===== config.mk =====
export PLATFORM = sky130hd
export DESIGN_NAME = sd_spi_command_framer
export DESIGN_NICKNAME = d
export VERILOG_FILES = /design/src/rtl/core/sdsf_pkg.sv /design/src/rtl/core/sdsf_decode.sv /design/src/rtl/core/sdsf_emit.sv /design/src/rtl/core/sd_spi_command_framer.sv
export SDC_FILE = /design/constraint.sdc
export NUM_CORES = 1
export LEC_CHECK = 0
export ABC_CLOCK_PERIOD_IN_PS = 5300
export BUFFER_PORTS_ARGS = -buffer_cell sky130_fd_sc_hd__buf_4
export CAP_MARGIN = 40
export CORE_MARGIN = 2
export CORE_UTILIZATION = 55
export CTS_BUF_LIST = sky130_fd_sc_hd__clkbuf_16
export CTS_CLUSTER_SIZE = 10
export DETAILED_ROUTE_END_ITERATION = 8
export GPL_ROUTABILITY_DRIVEN = 0
export PLACE_DENSITY_LB_ADDON = 0.08
export SLEW_MARGIN = 10
export SYNTH_ARGS = -nofsm -noshare
export SYNTH_HDL_FRONTEND = slang
export SYNTH_HIERARCHICAL = 1
export SYNTH_SLANG_ARGS = --single-unit

===== constraint.sdc =====
create_clock -name clk_i -period 5.3 [get_ports clk_i]
set_input_delay 0.53 -clock clk_i [delete_from_list [all_inputs] [get_ports clk_i]]
set_output_delay 0.53 -clock clk_i [all_outputs]
set_load 0.01 [all_outputs]

===== src/rtl/core/sdsf_pkg.sv =====
package sdsf_pkg;

  // field widths
  localparam int unsigned ByteW  = 8;
  localparam int unsigned IndexW = 6;
  localparam int unsigned ArgW   = 32;
  localparam int unsigned FrameN = 8;
  localparam int unsigned BeatW  = $clog2(FrameN);

  // frame constants
  localparam logic [ByteW-1:0] StartBits  = 8'h40;
  localparam logic [ByteW-1:0] Crc0       = 8'h95;
  localparam logic [ByteW-1:0] Crc8       = 8'h87;
  localparam logic [ByteW-1:0] FillByte   = 8'hFF;
  localparam logic [ByteW-1:0] PollLimRst = 8'd10;

  // beat index of the last frame byte sent
  localparam logic [BeatW-1:0] LastBeatStd  = BeatW'(6);
  localparam logic [BeatW-1:0] LastBeatStop = BeatW'(7);

  // commands with special framing
  localparam logic [IndexW-1:0] CmdGoIdle     = 6'd0;
  localparam logic [IndexW-1:0] CmdSendIfCond = 6'd8;
  localparam logic [IndexW-1:0] CmdStopTran   = 6'd12;

  typedef enum logic {
    ACT_ISSUE = 1'b0,
    ACT_RECV  = 1'b1
  } action_e;

  typedef enum logic [1:0] {
    ST_OK      = 2'd0,
    ST_TIMEOUT = 2'd1,
    ST_IDLE_RX = 2'd2,
    ST_RSVD    = 2'd3
  } status_e;

  typedef struct packed {
    logic              action;
    logic [IndexW-1:0] cmd_index;
    logic [ArgW-1:0]   argument;
    logic [ByteW-1:0]  rx_byte;
  } in_t;

  typedef struct packed {
    logic             tx_valid;
    logic [ByteW-1:0] tx_byte;
    logic             last;
    logic             resp_valid;
    logic [ByteW-1:0] resp_byte;
    logic [1:0]       status;
  } out_t;

  // work for one request: either a command frame or one single result
  typedef struct packed {
    logic                         is_frame;
    logic [FrameN-1:0][ByteW-1:0] frame;
    logic [BeatW-1:0]             last_beat;
    out_t                         single;
  } job_t;

endpackage


===== src/rtl/core/sdsf_decode.sv =====
module sdsf_decode import sdsf_pkg::*; (
  input  logic             clk_i,
  input  logic             rst_ni,
  input  logic             cfg_we_i,
  input  logic [ByteW-1:0] cfg_wdata_i,
  input  in_t              req_i,
  input  logic             take_i,
  output job_t             job_o
);

  logic             waiting_q, waiting_d;
  logic [ByteW-1:0] polls_left_q, polls_left_d;
  logic [ByteW-1:0] poll_limit_q;
  logic [ByteW-1:0] crc;
  logic [ByteW-1:0] lim;
  logic             stop_cmd;

  // poll limit register
  always_ff @(posedge clk_i or negedge rst_ni) begin
    if (!rst_ni) begin
      poll_limit_q <= PollLimRst;
    end else if (cfg_we_i) begin
      poll_limit_q <= cfg_wdata_i;
    end
  end

  // frame contents
  always_comb begin
    case (req_i.cmd_index)
      CmdGoIdle:     crc = Crc0;
      CmdSendIfCond: crc = Crc8;
      default:       crc = FillByte;
    endcase
    stop_cmd = (req_i.cmd_index == CmdStopTran);
    lim      = (poll_limit_q == '0) ? ByteW'(1) : poll_limit_q;
  end

  // job and next exchange state
  always_comb begin
    job_o        = '0;
    waiting_d    = waiting_q;
    polls_left_d = polls_left_q;
    job_o.single.last = 1'b1;
    if (req_i.action == ACT_ISSUE) begin
      job_o.is_frame  = 1'b1;
      job_o.frame[0]  = StartBits | {2'b00, req_i.cmd_index};
      job_o.frame[1]  = req_i.argument[31:24];
      job_o.frame[2]  = req_i.argument[23:16];
      job_o.frame[3]  = req_i.argument[15:8];
      job_o.frame[4]  = req_i.argument[7:0];
      job_o.frame[5]  = crc;
      job_o.frame[6]  = FillByte;
      job_o.frame[7]  = FillByte;
      job_o.last_beat = stop_cmd ? LastBeatStop : LastBeatStd;
      waiting_d       = 1'b1;
      polls_left_d    = lim - ByteW'(1);
    end else if (!waiting_q) begin
      job_o.single.status = ST_IDLE_RX;
    end else if (!req_i.rx_byte[ByteW-1]) begin
      job_o.single.resp_valid = 1'b1;
      job_o.single.resp_byte  = req_i.rx_byte;
      job_o.single.status     = ST_OK;
      waiting_d               = 1'b0;
      polls_left_d            = '0;
    end else if (polls_left_q != '0) begin
      job_o.single.tx_valid = 1'b1;
      job_o.single.tx_byte  = FillByte;
      polls_left_d          = polls_left_q - ByteW'(1);
    end else begin
      job_o.single.resp_valid = 1'b1;
      job_o.single.resp_byte  = req_i.rx_byte;
      job_o.single.status     = ST_TIMEOUT;
      waiting_d               = 1'b0;
    end
  end

  // exchange state
  always_ff @(posedge clk_i or negedge rst_ni) begin
    if (!rst_ni) begin
      waiting_q    <= 1'b0;
      polls_left_q <= '0;
    end else if (take_i) begin
      waiting_q    <= waiting_d;
      polls_left_q <= polls_left_d;
    end
  end

endmodule


===== src/rtl/core/sdsf_emit.sv =====
module sdsf_emit import sdsf_pkg::*; (
  input  logic clk_i,
  input  logic rst_ni,
  input  logic load_i,
  input  job_t job_i,
  output logic free_o,
  output logic out_valid_o,
  input  logic out_ready_i,
  output out_t out_data_o
);

  logic             busy_q;
  job_t             job_q;
  logic [BeatW-1:0] beat_q;
  logic             out_valid_q;
  out_t             out_q;
  out_t             beat;
  logic             beat_fire;
  logic             end_beat;

  assign beat_fire = busy_q && (!out_valid_q || out_ready_i);
  assign end_beat  = beat_fire && (beat_q == job_q.last_beat);
  assign free_o    = !busy_q || end_beat;

  // current result beat
  always_comb begin
    beat = job_q.single;
    if (job_q.is_frame) begin
      beat          = '0;
      beat.tx_valid = 1'b1;
      beat.tx_byte  = job_q.frame[beat_q];
      beat.last     = (beat_q == job_q.last_beat);
    end
  end

  // job holder and beat counter
  always_ff @(posedge clk_i or negedge rst_ni) begin
    if (!rst_ni) begin
      busy_q <= 1'b0;
      beat_q <= '0;
    end else if (load_i) begin
      busy_q <= 1'b1;
      beat_q <= '0;
    end else if (end_beat) begin
      busy_q <= 1'b0;
    end else if (beat_fire) begin
      beat_q <= beat_q + BeatW'(1);
    end
  end

  always_ff @(posedge clk_i) begin
    if (load_i) begin
      job_q <= job_i;
    end
  end

  // output register
  always_ff @(posedge clk_i or negedge rst_ni) begin
    if (!rst_ni) begin
      out_valid_q <= 1'b0;
    end else if (beat_fire) begin
      out_valid_q <= 1'b1;
    end else if (out_ready_i) begin
      out_valid_q <= 1'b0;
    end
  end

  always_ff @(posedge clk_i) begin
    if (beat_fire) begin
      out_q <= beat;
    end
  end

  assign out_valid_o = out_valid_q;
  assign out_data_o  = out_q;

endmodule


===== src/rtl/core/sd_spi_command_framer.sv =====
// channel   dir  handshake                 payload
// request   in   in_valid_i / in_ready_o   in_data_i (in_t)
// result    out  out_valid_o / out_ready_i out_data_o (out_t)
// config    in   cfg_we_i                  cfg_wdata_i (poll limit)
//
// a command request gives 7 result beats (8 for the stop command), one beat a cycle unless stalled;
// any other request gives a single beat; the output register sets the pace
// requests pass an input register, then decode into a job held by the emitter
// the next job loads at the edge where the previous one sends its last beat
// reset: idle, no exchange pending, poll limit 10
// a stalled result holds the emitter; the input register still takes one request
module sd_spi_command_framer import sdsf_pkg::*; (
  input  logic             clk_i,
  input  logic             rst_ni,
  input  logic             cfg_we_i,
  input  logic [ByteW-1:0] cfg_wdata_i,
  input  logic             in_valid_i,
  output logic             in_ready_o,
  input  in_t              in_data_i,
  output logic             out_valid_o,
  input  logic             out_ready_i,
  output out_t             out_data_o
);

  logic in_valid_q;
  in_t  in_q;
  logic job_free;
  logic take;
  job_t job;

  assign take       = in_valid_q && job_free;
  assign in_ready_o = !in_valid_q || take;

  // input register
  always_ff @(posedge clk_i or negedge rst_ni) begin
    if (!rst_ni) begin
      in_valid_q <= 1'b0;
    end else if (in_ready_o) begin
      in_valid_q <= in_valid_i;
    end
  end

  always_ff @(posedge clk_i) begin
    if (in_ready_o && in_valid_i) begin
      in_q <= in_data_i;
    end
  end

  sdsf_decode u_decode (
    .clk_i       (clk_i),
    .rst_ni      (rst_ni),
    .cfg_we_i    (cfg_we_i),
    .cfg_wdata_i (cfg_wdata_i),
    .req_i       (in_q),
    .take_i      (take),
    .job_o       (job)
  );

  sdsf_emit u_emit (
    .clk_i       (clk_i),
    .rst_ni      (rst_ni),
    .load_i      (take),
    .job_i       (job),
    .free_o      (job_free),
    .out_valid_o (out_valid_o),
    .out_ready_i (out_ready_i),
    .out_data_o  (out_data_o)
  );

endmodule


# Word level (Yosys, flattened, before mapping)
# Cells that the tools add are included.
classes:
  eq_ne: 6
  order_cmp: 1
  addsub: 3
  n_mux: 26
  reduce_logical: 20
op_table:
  columns: ["cell", "count"]
  rows:
  - ["68-bit 2-to-1 mux", 1]
  - ["8-bit 2-to-1 mux", 6]
  - ["8-bit binary-select mux with 3-bit select", 1]
  - ["11-bit 2-to-1 mux", 2]
  - ["20-bit 2-to-1 mux", 1]
  - ["8-bit by 1-bit subtractor with 8-bit output (second input constant)", 2]
  - ["7-bit one-hot mux with 2 select lines", 1]
  - ["6-bit by 4-bit == test with 1-bit output (second input constant)", 2]
  - ["1-bit 2-to-1 mux", 9]
  - ["3-bit 2-to-1 mux", 3]
  - ["9-bit 2-to-1 mux", 1]
  - ["8-bit logical NOT", 1]
  - ["8-bit nonzero test", 1]
  - ["6-bit logical NOT", 1]
  - ["3-bit AND reduction", 2]
  - ["2-bit nonzero test", 3]
  - ["1-bit logical AND", 4]
  - ["3-bit by 4-bit less-than comparator with 1-bit output (second input constant)", 1]
  - ["2-bit AND reduction", 2]
  - ["3-bit by 1-bit adder with 3-bit output (second input constant)", 1]
  - ["3-bit == test", 1]
  - ["1-bit logical NOT", 3]
  - ["1-bit logical OR", 3]
  - ["3-bit by 2-bit != test with 1-bit output (second input constant)", 1]
  - ["3 further kinds", 3]
totals:
  regBits: 179
  in_bits: 60
  word_cells: 91

# Logic depth before layout (Yosys ltp)
logic_depth:
  ltp_word: 8
  mapped_depth: 10

# Hierarchy
# The synthesis kept the hierarchy.
modules_own_cells:
  columns: ["mod", "n_inst", "area_per_inst_um2", "cells_each"]
  rows:
  - ["sdsf_emit", 1, 4406.7, 245]
  - ["sdsf_decode", 1, 1610.3, 204]
  - ["sd_spi_command_framer", 1, 1471.4, 52]

# Worst setup path before layout
# OpenSTA, ideal clock, no wires.
synth_path:
  path_kind: "register to register"
  from: "register u_emit.beat_q[2]"
  to: "register u_decode.polls_left_q[4]"
  arrival_ns: 4.786
  path_slack_ns: 0.437
  stages_incl_launch_ff: 9
  synth_period_minus_slack_ns: 4.863
  setup_ns: 0.078
  path_cell_list: "dfrtp_1 buf_2 xor2_1 o41ai_1 and2_1 o21ai_1 a41oi_1 o21ai_0 a21oi_1"
synth_via:
  elab_chain_cells: 5
synth_lines:
  columns: ["element", "line_no", "rtl"]
  rows:
  - ["from (decl)", "sdsf_emit.sv:14", "logic [BeatW-1:0] beat_q;"]
  - ["from (signal assigned)", "sdsf_emit.sv:47", "beat_q <= beat_q + BeatW'(1);"]
  - ["3-bit == test", "sdsf_emit.sv:22", "assign end_beat = beat_fire && (beat_q == job_q.last_beat);"]
  - ["1-bit logical AND", "sdsf_emit.sv:22", null]
  - ["1-bit logical OR", "sdsf_emit.sv:23", "assign free_o = !busy_q || end_beat;"]
  - ["via job_free", "sd_spi_command_framer.sv:27", "logic job_free;"]
  - ["1-bit logical AND", "sd_spi_command_framer.sv:31", "assign take = in_valid_q && job_free;"]
  - ["via take", "sd_spi_command_framer.sv:28", "logic take;"]
  - ["3-bit AND reduction (no source line)", null, null]
  - ["to (signal assigned)", "sdsf_decode.sv:84", "polls_left_q <= polls_left_d;"]
  - ["to (decl)", "sdsf_decode.sv:12", "logic [ByteW-1:0] polls_left_q, polls_left_d;"]
# The timed path passes the listed nets, and every way through them passes these cells.
# A chain may end at the register's enable or synchronous reset.

# Final worst setup path
# Same ends and word-level chain as after synthesis.

==> results.yml <==
yosys:
  yosys.cell_types.count: 51
  syn_area_um2: 7490
  synthCells: 501
  yosys-top-cells-area: "edfxtp_1 63%, dfrtp_1 7.0%, nor2b_1 5.8%, buf_4 3.7%, mux2i_1 3.3%"
  synth_seq_cells: 180
  async_reset_ff_frac: 0.128
  ys.flop_type: "edfxtp_1"
  synth_most_common_cell: "edfxtp_1"
  synth_top_area_frac: 0.630
  synth_enable_flop_cells: 157
  yosys_warnings: 6
  ys_seq_area_frac: 0.707
  post_synth_most_frequent_cells: "157 x edfxtp_1, 70 x nor2b_1, 37 x buf_4, 25 x mux2i_1, 21 x dfrtp_1"
  synth_top_area_cell: "edfxtp_1"
  syn_nets: 565
  synth_area_per_cell_um2: 14.9
global_route:
  grt-busiest-layer: "met2"
  gr-usage-met2: 0.288
  gr-total-overflow: 0
  antenna_found_initial: 0
  grt_pass1_wl_mm: 19.6
  grt_pass1_vias: 3967
  grt_util_met3: 0.0410
  grt.total_usage: 0.179
  use_met1: 0.234
  grt_max_degree: 55
clock_network:
  cts_htree_levels: 4
  cts_made_buffers: 17
  cts_tree: "done"
  clk_pin_slew_ps: 70
  root_buffer: "clkbuf_16"
  clock_latency_ps: 420
  cts_buffer_depth: 2
  cts.sinks: 180
worst_hold_path:
  hold_depth: 1
  hold_path.class: "primary input to flop"
  min_to: "in_q[38]"
  holdCritStartpoint: "in_data_i[38]"
setup_path:
  arrival_ps: 3770
  crit_path_end_kind: "flop"
  rr_endpoint: "u_decode/polls_left_q[4]"
  critPathKind: "flop to flop"
  ff2ff_path_depth: 7
  path_max_fanout: 47
  critPathRequiredTime_ps: 5650
  critPathLaunchType: "flop"
  reg2reg_slack_ps: 1880
  r2r_start: "u_emit/beat_q[2]"
floorplanning:
  start_util: 0.563
  coreArea_um2: 13300
  fp.dieW_um: 121
  pin_count: 83
  die_h_um: 121
  die-area_um2: 14600
  rows: 42
place:
  post-place-ws_ps: 1890
  place_area_um2: 8030
  hpwl_mm: 7.92
  io_buffers: 82
sta:
  slew_headroom: 0.422
  setup_slack_ps: 1880
  slew_violations: 0
  rsz0062_at_grt: "false"
  timing.final.crit_share: 0.645
  max_freq_mhz: 292
  hold_violations: 0
  tightest_slew_ps: 866
  period_needed_ps: 3420
  skew_ps: 7.13
  setup_viol: 0
  fin_tns_setup_ps: 0
layout:
  multiInputGateArea_um2: 1790
  fill_cells: 994
  antenna_cells: 0
  utilization: 0.646
  layout.nets: 618
  areaGrowthSynthToFinish_pct: 14.8
  design_area_um2: 8590
  regArea_um2: 5290
  drive_gt1_frac: 0.238
outcome:
  outcome: "finished, final reports clean"
power:
  total_power_mw: 4.86
  p_leak_nw: 3.16
  ir_worst_vdd_mv: 0.271
  power_density_nw_per_um2: 565
drt:
  routed_via_density: 5.42
  ant_nets: 0
  drt-pass1-iter-count: 6
  finalWirelength_mm: 12.2
  route.vias.total: 4027
  post-route-drc-count: 0
  wl_per_cell_um: 16.4
  drt_iter0_drc: 324
flow_run:
  max_cap_viol_count: 0
layout by cell type, fill, tap and decap left out, types with 2 or more instances in the layout:
master / Yosys / layout
a211o_1: 9 / 9
nand4_1: 2 / 2
conb_1: 2 / 2
nor3b_1: 2 / 2
and2_4: 1 / 2
nand2_1: 12 / 12
or4_1: 3 / 3
a22oi_1: 8 / 8
and2_1: 9 / 8
o22ai_1: 3 / 3
or2_2: 2 / 2
buf_4: 37 / 84
nor4_1: 2 / 2
a21oi_1: 6 / 6
a41o_1: 8 / 8
inv_6: 0 / 3
xor2_1: 5 / 5
mux2i_1: 25 / 25
nand3_1: 12 / 12
clkinv_4: 0 / 3
dfrtp_1: 21 / 20
inv_1: 10 / 11
clkinvlp_4: 0 / 3
edfxtp_1: 157 / 157
o21ai_0: 10 / 10
nor2_1: 18 / 17
nor3_1: 7 / 7
mux2_2: 8 / 8
buf_8: 0 / 2
nand2b_1: 6 / 6
nor2b_1: 70 / 70
clkbuf_16: 0 / 17
dfstp_2: 2 / 2
ha_1: 4 / 4
xnor2_1: 5 / 5
clkinv_1: 0 / 2
a31oi_1: 2 / 2
flip-flops by register name (all words and copies together), names as in the netlist:
register               flops
u_emit/out_valid_o         1
u_emit/beat_q              3
u_emit/out_data_o         21
u_decode/poll_limit_q      8
in_q                      47
u_emit/busy_q              1
u_decode/polls_left_q      8
u_decode/waiting_q         1
in_valid_q                 1
u_emit/job_q              89
power breakdown:
group          total [mW]  leakage, nW  internal, mW  switching (mW)
Clock                1.17        0.268         0.650           0.524
Sequential           2.40         1.76          2.19           0.210
Combinational        1.28         1.14         0.517           0.762
critical path, cell delays in order (launching register included):
cell and delay, ps:
dfrtp_1 700, xor2_1 170, o41ai_1 550, and2_4 630, o21ai_1 320, a41oi_1 610, o21ai_0 190, a21oi_1 170
how the worst max path moves through the flow:
stage | from | end | slack, ps | depth (start not counted)
after floorplan | u_emit/beat_q[2] | u_decode/polls_left_q[4] | 440 | 8
after global placement | u_emit/beat_q[0] | u_decode/polls_left_q[4] | 1650 | 7
after detailed placement | u_emit/beat_q[0] | u_decode/polls_left_q[4] | 1890 | 8
after CTS | u_emit/beat_q[2] | u_decode/polls_left_q[4] | 1880 | 7
after global routing | u_emit/beat_q[2] | u_decode/polls_left_q[4] | 1520 | 7
final | u_emit/beat_q[2] | u_decode/polls_left_q[4] | 1880 | 7
logic make-up after synthesis:
kind of cell	count (synthesis)	synth area share
AND/OR/NAND/NOR	147	0.112
adder cells (fa/ha/maj)	4	0.00668
buffers and inverters	64	0.0543
multiplexers	34	0.0470
other	2	0.00100
AO/OA/AOI/OAI	60	0.0608
XOR/XNOR	10	0.0117
flip-flops	180	0.707
per-layer routing:
layer	wire [µm]	vias up	part of all wire
met1	5420	1953	0.44
li1	-	1916	-
met3	618	22	0.051
met2	5910	136	0.48
met4	250	0	0.020
met5	0	-	0
metrics by stage:
stage          std cells  hold slack (ps)
2_1_floorplan        501              234
3_3_place_gp         707              446
3_5_place_dp         710              455
4_1_cts              743              261
5_1_grt              743              263
6_report             743              280
area by class of cell:
class,count,share of cell area
clock buffers,17,0.0495
well taps,176,0.0256
flip-flops and latches,180,0.616
multi-input cells,257,0.209
inverters,10,0.00437
repair buffers,88,0.0804
clock inverters,15,0.0154
repair_timing:
| action | 4_1_cts | 5_1_grt |
|---|---|---|
| hold endpoints to repair | 3 | 0 |
| hold buffers | 1 | 0 |
| setup buffers | 0 | 0 |
| setup endpoints to repair | 0 | 0 |
| gates resized for setup | 0 | 0 |
Power figures use the tool's default switching activity.
